--- src/hw/rtl/sopci_pkg.sv ---
// ============================================================================
// sopci_pkg - shared types and constants
// Field widths, character codes and divider handshake structs for the
// sum-of-pairs column identity block.
// ============================================================================
`default_nettype none

package sopci_pkg;

    localparam int RES_W       = 8;    // residue character
    localparam int CNT_W       = 11;   // per-letter, item and gap counters
    localparam int COL_ID_W    = 20;   // identical pairs within one column
    localparam int ALL_PAIRS_W = 21;   // C(N,2) for an 11-bit N
    localparam int TOT_W       = 40;   // alignment totals
    localparam int MCOL_W      = 17;   // match column count
    localparam int Q_W         = 16;   // Q0.16 fractions
    localparam int DEN_G_W     = MCOL_W + ALL_PAIRS_W;

    localparam int ALPHABET_SIZE = 26;
    localparam int LETTER_AW     = $clog2(ALPHABET_SIZE);
    localparam int MAX_COLUMNS   = 65536;

    localparam logic [MCOL_W-1:0] MATCH_COL_MAX = MCOL_W'(MAX_COLUMNS);
    localparam logic [CNT_W-1:0]  NUM_SEQ_RESET = CNT_W'(2);

    localparam logic [RES_W-1:0] CHAR_A   = 8'h41;
    localparam logic [RES_W-1:0] CHAR_Z   = 8'h5A;
    localparam logic [RES_W-1:0] CHAR_GAP = 8'h2D;

    localparam int DIV_STEPS = Q_W;
    localparam int STEP_W    = $clog2(DIV_STEPS + 1);

    // Output word layout
    localparam int M_DATA_BITS = 2 * TOT_W + MCOL_W + 2 * Q_W;
    localparam int M_DATA_W    = ((M_DATA_BITS + 7) / 8) * 8;
    localparam int M_USER_W    = 2;

    typedef struct packed {
        logic             start;
        logic [TOT_W-1:0] num;
        logic [TOT_W-1:0] den;
    } div_req_t;

    typedef struct packed {
        logic           done;
        logic [Q_W-1:0] quo;
    } div_rsp_t;

endpackage

`default_nettype wire

--- src/hw/rtl/sum_of_pairs_column_identity_top.sv ---
// ============================================================================
// sum_of_pairs_column_identity_top - sum-of-pairs identity over an alignment
// Counts identical and aligned residue pairs column by column and reports
// totals and Q0.16 identity fractions at the end of each alignment.
// ============================================================================
// Usage:
//   Input words carry one residue each (s_tdata), column by column; s_tuser
//   marks the last residue of a column and s_tlast the last residue of the
//   alignment. cfg_we/cfg_wdata set the sequence count N; the user must do so
//   only while idle; the block does not enforce it. Residues are taken one per
//   cycle while s_tready is high. Per-letter counts live in a 26-entry memory
//   read the cycle a word is taken and written back the next, with forwarding
//   for repeated letters; per-column valid bits clear it at once. A closed
//   column passes three more stages (gap pairs multiply, pair subtract, total
//   update) before it reaches the totals. After the alignment-end word, s_tready
//   drops for pipeline drain, the denominator multiply and two 16-step fraction
//   divisions on one shared divider. The result then moves into the output
//   register and input resumes even if m_tready is low; a second result waits
//   for that register. Reset clears all counts and totals and sets N to 2.
// ============================================================================
`default_nettype none

module sum_of_pairs_column_identity_top (
    input  wire                               aclk,
    input  wire                               aresetn,
    input  wire                               cfg_we,
    input  wire [sopci_pkg::CNT_W-1:0]        cfg_wdata,    // num_sequences
    input  wire                               s_tvalid,
    output logic                              s_tready,
    input  wire [sopci_pkg::RES_W-1:0]        s_tdata,      // [7:0] residue
    input  wire [0:0]                         s_tuser,      // [0] column_end
    input  wire                               s_tlast,      // alignment_end
    output logic                              m_tvalid,
    input  wire                               m_tready,
    // [39:0] identical_pairs, [79:40] aligned_pairs, [96:80] match_columns,
    // [112:97] global_identity, [128:113] approx_identity, rest zero
    output logic [sopci_pkg::M_DATA_W-1:0]    m_tdata,
    output logic [sopci_pkg::M_USER_W-1:0]    m_tuser       // [0] length_error,
                                                            // [1] empty_alignment
);
    import sopci_pkg::*;

    typedef enum logic [7:0] {
        ST_RUN     = 8'b0000_0001,
        ST_DRAIN   = 8'b0000_0010,
        ST_DEN     = 8'b0000_0100,
        ST_START_G = 8'b0000_1000,
        ST_WAIT_G  = 8'b0001_0000,
        ST_START_A = 8'b0010_0000,
        ST_WAIT_A  = 8'b0100_0000,
        ST_OUT     = 8'b1000_0000
    } state_t;

    state_t state_reg, state_next;

    // ---------------- configuration ----------------
    logic [CNT_W-1:0]       num_seq_reg;
    logic [ALL_PAIRS_W-1:0] all_pairs_reg;
    logic [2*CNT_W-1:0]     all_prod;

    assign all_prod = num_seq_reg * (num_seq_reg - CNT_W'(1));

    always_ff @(posedge aclk) begin
        if (!aresetn) begin
            num_seq_reg <= NUM_SEQ_RESET;
        end else if (cfg_we) begin
            num_seq_reg <= cfg_wdata;
        end
    end

    always_ff @(posedge aclk) begin
        all_pairs_reg <= all_prod[2*CNT_W-1:1];
    end

    // ---------------- stage 1: accept, issue memory read ----------------
    logic                 s_accept;
    logic                 s_upper;
    logic                 s_gap;
    logic [RES_W-1:0]     s_ofs;
    logic [LETTER_AW-1:0] rd_addr;

    assign s_tready = (state_reg == ST_RUN);
    assign s_accept = s_tvalid && s_tready;
    assign s_upper  = (s_tdata >= CHAR_A) && (s_tdata <= CHAR_Z);
    assign s_gap    = (s_tdata == CHAR_GAP);
    assign s_ofs    = s_tdata - CHAR_A;
    assign rd_addr  = s_upper ? s_ofs[LETTER_AW-1:0] : '0;

    logic                 s2_valid_reg;
    logic                 s2_upper_reg;
    logic                 s2_gap_reg;
    logic                 s2_ce_reg;
    logic                 s2_ae_reg;
    logic [LETTER_AW-1:0] s2_addr_reg;

    always_ff @(posedge aclk) begin
        if (!aresetn) begin
            s2_valid_reg <= 1'b0;
        end else begin
            s2_valid_reg <= s_accept;
        end
    end

    always_ff @(posedge aclk) begin
        if (s_accept) begin
            s2_upper_reg <= s_upper;
            s2_gap_reg   <= s_gap;
            s2_ce_reg    <= s_tuser[0];
            s2_ae_reg    <= s_tlast;
            s2_addr_reg  <= rd_addr;
        end
    end

    // ---------------- letter count memory ----------------
    logic [CNT_W-1:0] cnt_mem [ALPHABET_SIZE];
    logic [CNT_W-1:0] mem_rdata_reg;
    logic             mem_we;
    logic [CNT_W-1:0] cnt_upd;

    always_ff @(posedge aclk) begin
        if (s_accept) begin
            mem_rdata_reg <= cnt_mem[rd_addr];
        end
        if (mem_we) begin
            cnt_mem[s2_addr_reg] <= cnt_upd;
        end
    end

    // ---------------- stage 2: column read-modify-write ----------------
    logic [ALPHABET_SIZE-1:0] col_valid_reg;
    logic [CNT_W-1:0]         col_cnt_reg;
    logic [CNT_W-1:0]         col_gaps_reg;
    logic                     col_match_reg;
    logic [COL_ID_W-1:0]      col_ident_reg;

    logic                 fwd_valid_reg;
    logic [LETTER_AW-1:0] fwd_addr_reg;
    logic [CNT_W-1:0]     fwd_data_reg;

    logic                match2;
    logic                fwd_hit;
    logic [CNT_W-1:0]    cnt_old;
    logic [COL_ID_W:0]   id_sum;
    logic [COL_ID_W-1:0] ident_next;
    logic [CNT_W-1:0]    item_next;
    logic [CNT_W-1:0]    gaps_next;
    logic                col_close;

    assign match2  = (col_cnt_reg == '0) ? (s2_upper_reg || s2_gap_reg) : col_match_reg;
    assign fwd_hit = fwd_valid_reg && (fwd_addr_reg == s2_addr_reg);
    assign cnt_old = !col_valid_reg[s2_addr_reg] ? '0
                   : (fwd_hit ? fwd_data_reg : mem_rdata_reg);
    assign cnt_upd = (cnt_old == '1) ? cnt_old : cnt_old + CNT_W'(1);
    assign id_sum  = {1'b0, col_ident_reg} + (COL_ID_W + 1)'(cnt_old);
    assign mem_we  = s2_valid_reg && match2 && s2_upper_reg;

    assign ident_next = !mem_we ? col_ident_reg
                      : (id_sum[COL_ID_W] ? '1 : id_sum[COL_ID_W-1:0]);
    assign item_next  = (col_cnt_reg == '1) ? col_cnt_reg : col_cnt_reg + CNT_W'(1);
    assign gaps_next  = (match2 && s2_gap_reg && (col_gaps_reg != '1))
                      ? col_gaps_reg + CNT_W'(1) : col_gaps_reg;
    assign col_close  = s2_valid_reg && (s2_ce_reg || s2_ae_reg);

    always_ff @(posedge aclk) begin
        if (!aresetn) begin
            col_valid_reg <= '0;
            col_cnt_reg   <= '0;
            col_gaps_reg  <= '0;
            col_match_reg <= 1'b0;
            col_ident_reg <= '0;
            fwd_valid_reg <= 1'b0;
        end else begin
            fwd_valid_reg <= mem_we;
            if (s2_valid_reg) begin
                if (col_close) begin
                    col_valid_reg <= '0;
                    col_cnt_reg   <= '0;
                    col_gaps_reg  <= '0;
                    col_match_reg <= 1'b0;
                    col_ident_reg <= '0;
                end else begin
                    col_cnt_reg   <= item_next;
                    col_gaps_reg  <= gaps_next;
                    col_match_reg <= match2;
                    col_ident_reg <= ident_next;
                    if (mem_we) begin
                        col_valid_reg[s2_addr_reg] <= 1'b1;
                    end
                end
            end
        end
    end

    always_ff @(posedge aclk) begin
        fwd_addr_reg <= s2_addr_reg;
        fwd_data_reg <= cnt_upd;
    end

    // ---------------- stage 3: gap pairs ----------------
    logic                s3_valid_reg;
    logic                s3_ae_reg;
    logic                s3_match_reg;
    logic [CNT_W-1:0]    s3_cnt_reg;
    logic [CNT_W-1:0]    s3_gaps_reg;
    logic [COL_ID_W-1:0] s3_ident_reg;
    logic [2*CNT_W-1:0]  gap_prod;

    assign gap_prod = s3_gaps_reg * (s3_gaps_reg - CNT_W'(1));

    logic                   s4_valid_reg;
    logic                   s4_ae_reg;
    logic                   s4_match_reg;
    logic                   s4_err_reg;
    logic [ALL_PAIRS_W-1:0] s4_gp_reg;
    logic [COL_ID_W-1:0]    s4_ident_reg;

    // ---------------- stage 4: column pairs ----------------
    logic [ALL_PAIRS_W-1:0] pairs_diff;
    logic [COL_ID_W-1:0]    pairs_sat;

    assign pairs_diff = (all_pairs_reg > s4_gp_reg) ? all_pairs_reg - s4_gp_reg : '0;
    assign pairs_sat  = pairs_diff[ALL_PAIRS_W-1] ? '1 : pairs_diff[COL_ID_W-1:0];

    logic                s5_valid_reg;
    logic                s5_ae_reg;
    logic                s5_match_reg;
    logic                s5_err_reg;
    logic [COL_ID_W-1:0] s5_pairs_reg;
    logic [COL_ID_W-1:0] s5_ident_reg;

    always_ff @(posedge aclk) begin
        if (!aresetn) begin
            s3_valid_reg <= 1'b0;
            s4_valid_reg <= 1'b0;
            s5_valid_reg <= 1'b0;
        end else begin
            s3_valid_reg <= col_close;
            s4_valid_reg <= s3_valid_reg;
            s5_valid_reg <= s4_valid_reg;
        end
    end

    always_ff @(posedge aclk) begin
        s3_ae_reg    <= s2_ae_reg;
        s3_match_reg <= match2;
        s3_cnt_reg   <= item_next;
        s3_gaps_reg  <= gaps_next;
        s3_ident_reg <= ident_next;

        s4_ae_reg    <= s3_ae_reg;
        s4_match_reg <= s3_match_reg;
        s4_err_reg   <= (s3_cnt_reg != num_seq_reg);
        s4_gp_reg    <= gap_prod[2*CNT_W-1:1];
        s4_ident_reg <= s3_ident_reg;

        s5_ae_reg    <= s4_ae_reg;
        s5_match_reg <= s4_match_reg;
        s5_err_reg   <= s4_err_reg;
        s5_pairs_reg <= pairs_sat;
        s5_ident_reg <= s4_ident_reg;
    end

    // ---------------- stage 5: alignment totals ----------------
    logic [TOT_W-1:0]  id_tot_reg;
    logic [TOT_W-1:0]  al_tot_reg;
    logic [MCOL_W-1:0] mcol_reg;
    logic              err_reg;

    logic [TOT_W:0]    id_tot_sum;
    logic [TOT_W:0]    al_tot_sum;
    logic [TOT_W-1:0]  id_tot_next;
    logic [TOT_W-1:0]  al_tot_next;
    logic [MCOL_W-1:0] mcol_next;
    logic              err_next;
    logic              align_done;

    assign id_tot_sum  = {1'b0, id_tot_reg} + (TOT_W + 1)'(s5_ident_reg);
    assign al_tot_sum  = {1'b0, al_tot_reg} + (TOT_W + 1)'(s5_pairs_reg);
    assign id_tot_next = !s5_match_reg ? id_tot_reg
                       : (id_tot_sum[TOT_W] ? '1 : id_tot_sum[TOT_W-1:0]);
    assign al_tot_next = !s5_match_reg ? al_tot_reg
                       : (al_tot_sum[TOT_W] ? '1 : al_tot_sum[TOT_W-1:0]);
    assign mcol_next   = (!s5_match_reg || (mcol_reg >= MATCH_COL_MAX))
                       ? mcol_reg : mcol_reg + MCOL_W'(1);
    assign err_next    = err_reg || s5_err_reg;
    assign align_done  = s5_valid_reg && s5_ae_reg;

    logic [TOT_W-1:0]  res_ident_reg;
    logic [TOT_W-1:0]  res_aligned_reg;
    logic [MCOL_W-1:0] res_mcol_reg;
    logic              res_err_reg;

    always_ff @(posedge aclk) begin
        if (!aresetn) begin
            id_tot_reg <= '0;
            al_tot_reg <= '0;
            mcol_reg   <= '0;
            err_reg    <= 1'b0;
        end else if (s5_valid_reg) begin
            if (s5_ae_reg) begin
                id_tot_reg <= '0;
                al_tot_reg <= '0;
                mcol_reg   <= '0;
                err_reg    <= 1'b0;
            end else begin
                id_tot_reg <= id_tot_next;
                al_tot_reg <= al_tot_next;
                mcol_reg   <= mcol_next;
                err_reg    <= err_next;
            end
        end
    end

    // snapshot the finished alignment for the fraction math
    always_ff @(posedge aclk) begin
        if (align_done) begin
            res_ident_reg   <= id_tot_next;
            res_aligned_reg <= al_tot_next;
            res_mcol_reg    <= mcol_next;
            res_err_reg     <= err_next;
        end
    end

    // ---------------- fractions ----------------
    logic [DEN_G_W-1:0] den_g_reg;
    logic [Q_W-1:0]     q_g_reg;
    logic [Q_W-1:0]     q_a_reg;
    div_req_t           div_req;
    div_rsp_t           div_rsp;

    always_ff @(posedge aclk) begin
        if (state_reg == ST_DEN) begin
            den_g_reg <= res_mcol_reg * all_pairs_reg;
        end
        if (state_reg == ST_WAIT_G && div_rsp.done) begin
            q_g_reg <= div_rsp.quo;
        end
        if (state_reg == ST_WAIT_A && div_rsp.done) begin
            q_a_reg <= div_rsp.quo;
        end
    end

    assign div_req.start = (state_reg == ST_START_G) || (state_reg == ST_START_A);
    assign div_req.num   = res_ident_reg;
    assign div_req.den   = (state_reg == ST_START_G) ? TOT_W'(den_g_reg) : res_aligned_reg;

    sopci_div u_div (
        .aclk    (aclk),
        .aresetn (aresetn),
        .req     (div_req),
        .rsp     (div_rsp)
    );

    // ---------------- control ----------------
    logic out_free;

    assign out_free = !m_tvalid || m_tready;

    always_comb begin
        state_next = state_reg;
        unique case (state_reg)
            ST_RUN:     if (s_accept && s_tlast) state_next = ST_DRAIN;
            ST_DRAIN:   if (align_done)          state_next = ST_DEN;
            ST_DEN:                              state_next = ST_START_G;
            ST_START_G:                          state_next = ST_WAIT_G;
            ST_WAIT_G:  if (div_rsp.done)        state_next = ST_START_A;
            ST_START_A:                          state_next = ST_WAIT_A;
            ST_WAIT_A:  if (div_rsp.done)        state_next = ST_OUT;
            ST_OUT:     if (out_free)            state_next = ST_RUN;
            default:                             state_next = ST_RUN;
        endcase
    end

    always_ff @(posedge aclk) begin
        if (!aresetn) begin
            state_reg <= ST_RUN;
        end else begin
            state_reg <= state_next;
        end
    end

    // ---------------- output register ----------------
    logic                load_out;
    logic                empty;
    logic                m_tvalid_reg;
    logic [M_DATA_W-1:0] m_tdata_reg;
    logic [M_USER_W-1:0] m_tuser_reg;

    assign load_out = (state_reg == ST_OUT) && out_free;
    assign empty    = (res_mcol_reg == '0) || (res_aligned_reg == '0);

    always_ff @(posedge aclk) begin
        if (!aresetn) begin
            m_tvalid_reg <= 1'b0;
        end else if (load_out) begin
            m_tvalid_reg <= 1'b1;
        end else if (m_tready) begin
            m_tvalid_reg <= 1'b0;
        end
    end

    always_ff @(posedge aclk) begin
        if (load_out) begin
            m_tdata_reg <= M_DATA_W'({empty ? '0 : q_a_reg,
                                      empty ? '0 : q_g_reg,
                                      res_mcol_reg,
                                      res_aligned_reg,
                                      res_ident_reg});
            m_tuser_reg <= {empty, res_err_reg};
        end
    end

    assign m_tvalid = m_tvalid_reg;
    assign m_tdata  = m_tdata_reg;
    assign m_tuser  = m_tuser_reg;

    // ---------------- assertions ----------------
    a_stop_after_end: assert property (@(posedge aclk) disable iff (!aresetn)
        (s_tvalid && s_tready && s_tlast) |=> !s_tready)
        else $error("input taken right after alignment end");

    a_out_from_fsm: assert property (@(posedge aclk) disable iff (!aresetn)
        $rose(m_tvalid) |-> $past(state_reg == ST_OUT))
        else $error("result loaded outside output state");

    a_end_in_drain: assert property (@(posedge aclk) disable iff (!aresetn)
        align_done |-> (state_reg == ST_DRAIN))
        else $error("alignment end reached totals outside drain");

    a_div_done_wait: assert property (@(posedge aclk) disable iff (!aresetn)
        div_rsp.done |-> (state_reg == ST_WAIT_G || state_reg == ST_WAIT_A))
        else $error("divider finished while not awaited");

    a_col_clear: assert property (@(posedge aclk) disable iff (!aresetn)
        col_close |=> (col_valid_reg == '0 && col_cnt_reg == '0))
        else $error("column state not cleared after close");

endmodule

`default_nettype wire

--- src/hw/rtl/sopci_div.sv ---
// ============================================================================
// sopci_div - Q0.16 fraction divider
// Restoring divider, one quotient bit per cycle. Returns (num << 16) / den
// truncated and saturated to 16 bits; a zero denominator gives zero.
// ============================================================================
`default_nettype none

module sopci_div (
    input  wire                  aclk,
    input  wire                  aresetn,
    input  sopci_pkg::div_req_t  req,
    output sopci_pkg::div_rsp_t  rsp
);
    import sopci_pkg::*;

    logic              busy_reg;
    logic              done_reg;
    logic [STEP_W-1:0] step_reg;
    logic [TOT_W-1:0]  rem_reg;
    logic [TOT_W-1:0]  den_reg;
    logic [Q_W-1:0]    quo_reg;

    logic [TOT_W:0] shifted;
    logic [TOT_W:0] diff;
    logic           fits;

    assign shifted = {rem_reg, 1'b0};
    assign fits    = shifted >= {1'b0, den_reg};
    assign diff    = shifted - {1'b0, den_reg};

    always_ff @(posedge aclk) begin
        if (!aresetn) begin
            busy_reg <= 1'b0;
            done_reg <= 1'b0;
            step_reg <= '0;
        end else begin
            done_reg <= 1'b0;
            if (req.start) begin
                den_reg <= req.den;
                rem_reg <= req.num;
                if (req.den == '0) begin
                    quo_reg  <= '0;
                    done_reg <= 1'b1;
                end else if (req.num >= req.den) begin
                    // quotient would reach one or more: clamp
                    quo_reg  <= '1;
                    done_reg <= 1'b1;
                end else begin
                    quo_reg  <= '0;
                    busy_reg <= 1'b1;
                    step_reg <= STEP_W'(DIV_STEPS);
                end
            end else if (busy_reg) begin
                rem_reg  <= fits ? diff[TOT_W-1:0] : shifted[TOT_W-1:0];
                quo_reg  <= {quo_reg[Q_W-2:0], fits};
                step_reg <= step_reg - 1'b1;
                if (step_reg == STEP_W'(1)) begin
                    busy_reg <= 1'b0;
                    done_reg <= 1'b1;
                end
            end
        end
    end

    assign rsp.done = done_reg;
    assign rsp.quo  = quo_reg;

endmodule

`default_nettype wire
--- config.mk ---
export PLATFORM = sky130hd
export DESIGN_NAME = sum_of_pairs_column_identity_top
export DESIGN_NICKNAME = d
export VERILOG_FILES = /design/src/hw/rtl/sopci_pkg.sv /design/src/hw/rtl/sum_of_pairs_column_identity_top.sv /design/src/hw/rtl/sopci_div.sv
export SDC_FILE = /design/constraint.sdc
export NUM_CORES = 2
export LEC_CHECK = 0
export BUFFER_PORTS_ARGS = -buffer_cell sky130_fd_sc_hd__buf_2
export CORE_MARGIN = 4
export CORE_UTILIZATION = 25
export DETAILED_ROUTE_END_ITERATION = 12
export GPL_ROUTABILITY_DRIVEN = 0
export PLACE_DENSITY = 0.44
export SYNTH_ARGS = -nofsm -noshare
export SYNTH_HDL_FRONTEND = slang
export SYNTH_SLANG_ARGS = --single-unit
--- constraint.sdc ---
create_clock -name aclk -period 8.5 [get_ports aclk]
set_input_delay 1.275 -clock aclk [delete_from_list [all_inputs] [get_ports aclk]]
set_output_delay 1.275 -clock aclk [all_outputs]
set_load 0.01 [all_outputs]
==> PnR_summary.wiki <==
{| class="wikitable"
! Metric !! Value
|-
| Final net count || 7410
|-
| Wire length of the first global-routing pass || 303000 µm
|-
| Number of nets with antenna violations after routing || 0
|-
| Area added between synthesis and finish || 14.5%
|-
| Root Buffer || sky130_fd_sc_hd__clkbuf_16
|-
| Highest-delay cell along the critical path || sky130_fd_sc_hd__fa_1
|-
| Area of all placed cells without fillers || 76600 µm²
|-
| Starting density of the core || 25.2%
|-
| Total via count after detailed routing || 46176
|-
| Type of the setup path with the least slack || reg2reg
|-
| Number of flip-flops and latches in the synthesized netlist || 1068
|-
| Worst-case clock skew || 0.0424 ns
|-
| Worst path cell trace || inv_1, ha_1, inv_1, or3_1, or3_1, or3_1, or3_1, ha_1, nor2b_1, fa_1, fa_1, fa_1, fa_1, inv_1, fa_1, inv_1, ha_1, and2_1, a22o_1, a311oi_1, nor2_1, a211o_1, a21oi_1, xnor2_1
|-
| Number of synthesized flops with an enable pin || 701
|-
| Floorplan core area || 266000 µm²
|-
| Pin count of the biggest net entering global routing || 82
|-
| Post-route setup TNS || 0 ns
|-
| Pwr Total || 0.0305 W
|-
| Signal arrival time at the worst endpoint || 8.29 ns
|-
| H-tree depth reported by CTS || 4
|-
| Area of the die || 276000 µm²
|-
| Mapped Avg Cell Area || 10.6 µm²
|-
| Flop-to-flop setup slack || 0.89 ns
|-
| DR pass1 iterations || 7
|-
| Total detailed-routing wirelength || 198000 µm
|-
| Leakage power summed over all cells || 32.3 nW
|-
| Overall Global Routing Usage || 14.2%
|-
| Cts-stage hold buffer count || 0
|-
| Register area share after synthesis || 42.4%
|-
| Port bufs || 158
|-
| Vias in the first global route || 48024
|-
| Library cells used by synthesis || 89
|-
| Worst-Margin Slew || 1.32 ns
|-
| Path category of the worst min-delay check || reg2reg
|-
| First-iteration detailed-routing DRC count || 3098
|-
| Delay of the slowest cell on the worst path || 0.54 ns
|-
| Sink count of the clock tree || 1068
|-
| Most common cell in the synthesized netlist || sky130_fd_sc_hd__inv_1
|-
| TritonCTS Buffers || 131
|-
| Post-layout minimum cycle time || 7.61 ns
|-
| Top cells by instance count after synthesis || 824 x sky130_fd_sc_hd__inv_1, 701 x sky130_fd_sc_hd__edfxtp_1, 582 x sky130_fd_sc_hd__nand2_1
|-
| Top cell type by total area after synthesis || sky130_fd_sc_hd__edfxtp_1
|-
| Clk_lat worst skew || 0.77 ns
|-
| Dpl hpwl || 146000 µm
|-
| Horizontal die dimension || 525 µm
|-
| Count of warnings emitted by yosys || 0
|-
| Number of antenna violations at the first check in global routing || 16
|-
| Highest ir drop seen on vdd || 1410 µV
|-
| Number of hold violations in the final report || 0
|-
| Required time of the critical path || 9.18 ns
|-
| Drt drc || 0
|-
| Top fanout value on the critical path || 15
|-
| Type of origin of the critical path || register
|-
| Maximum clock path buffer count || 3
|-
| PD cells || 399 nW/µm²
|-
| Worst max-slew margin expressed relative to the limit || 12.1%
|-
| Timing-limited maximum frequency || 0.131 GHz
|-
| Layout cells sized above 1 || 8.81%
|-
| Vertical die dimension || 525 µm
|-
| Placement Cell Area || 72200 µm²
|-
| Most Frequent Cell on Critical Path || sky130_fd_sc_hd__fa_1
|-
| Number of top-level pins || 166
|-
| Row count || 189
|-
| Number of buffer and inverter stages on the critical path || 4
|-
| Largest register FFs || 286
|-
| Detailed-route vias per instance || 4.56
|-
| Fraction of post-synthesis cell area in the top cell type by area || 31.5%
|-
| Critical path's top delay family || adder cells
|-
| Mapped Area || 66900 µm²
|-
| Setup violations, final || 0
|-
| FFs w/ async S/R, synth || 0%
|-
| Post_cts resized || 0
|-
| Worst hold margin || 0.323 ns
|-
| Prevailing post-synth register cell || sky130_fd_sc_hd__edfxtp_1
|-
| Slew Limit Fails || 0
|-
| Clock tree from TritonCTS || yes
|-
| Setup repair after global routing missed its margin || no
|-
| Worst-path clk slew || 0.06 ns
|-
| Final period utilization || 89.5%
|-
| Number of post-CTS setup repair buffers || 0
|-
| Number of violations of the max-capacitance limit || 0
|-
| Outcome || finished, final reports clean
|-
| Grt total ovfl || 0
|-
| Routed wire length per instance || 19.6 µm
|-
| Cell count after synthesis || 6339
|-
| Leading post-synthesis cells by cell area || sky130_fd_sc_hd__edfxtp_1 31%, sky130_fd_sc_hd__fa_1 14%, sky130_fd_sc_hd__dfxtp_1 11%
|-
| Element type at the critical path end || register
|}
[layout make-up]
cell class / count / area, µm²
well taps: 3533 / 4420
clock buffers: 181 / 3590
multi-input cells: 4186 / 34600
inverters: 829 / 3120
flip-flops and latches: 1068 / 28400
clock inverters: 60 / 851
diodes: 4 / 10.0
fillers: 27736 / 189000
repair buffers: 269 / 1620
[cell usage in the layout, fill, tap and decap left out, drive strengths merged, types with 23 or more instances in the layout]
master    n
nand4    47
clkbuf  181
a22o     39
nand2b  123
ha      429
fa      470
a21o    107
buf     269
inv     832
a21oi   310
o21a     48
nor3     73
nand2   583
xor2     95
mux2i    89
or3      29
edfxtp  701
xnor2   140
nor4     43
o21ai   148
nor2    430
clkinv   45
a211oi   32
and2    213
o221ai   58
dfxtp   367
a31oi    44
nor2b   109
o21bai   23
nand3   128
a22oi    32
and3     65
[routing by layer]
metal / vias up / track usage, % / routed length, µm
met1: 23157 / 19.6 / 93200
met4: 2 / 3.77 / 5040
met5: - / 0 / 13
met2: 945 / 23.3 / 92000
li1: 21849 / - / -
met3: 223 / 2.00 / 8170
[cell families (layout without fill, tap and decap cells)]
kind of cell	Yosys count	count (layout)	synth area share, %
compound gates	1014	1014	10.1
simple gates	1911	1911	13.9
other cells	1	11	0.00560
flops	1068	1068	42.4
buf+inv	1091	1339	6.24
xor+xnor	235	235	3.08
mux	120	120	2.12
fa+ha+maj	899	899	22.1
[through the flow]
stage	setup slack (ns)	std cells	util, %
after floorplan	0.685	6345	-
after global placement	1.09	9885	27.1
after detailed placement	0.916	9885	27.1
after CTS	0.856	10126	28.8
after global routing	0.466	10126	28.8
final	0.891	10130	28.8
[path summary, 6_finish.rpt]
path / cells past startpoint / endpoint / startpoint
hold reg to reg: 0 / s4_ident_reg[13] / s3_ident_reg[13]
hold / removal: 0 / s4_ident_reg[13] / s3_ident_reg[13]
setup reg to reg: 24 / s4_gp_reg[19] / s3_gaps_reg[0]
setup / recovery: 24 / s4_gp_reg[19] / s3_gaps_reg[0]
[power breakdown]
group          switching, W  internal, W
registers          0.000257      0.00656
logic                0.0106      0.00739
clock network       0.00240      0.00330
total                0.0133       0.0172
Power figures use the tool's default switching activity.
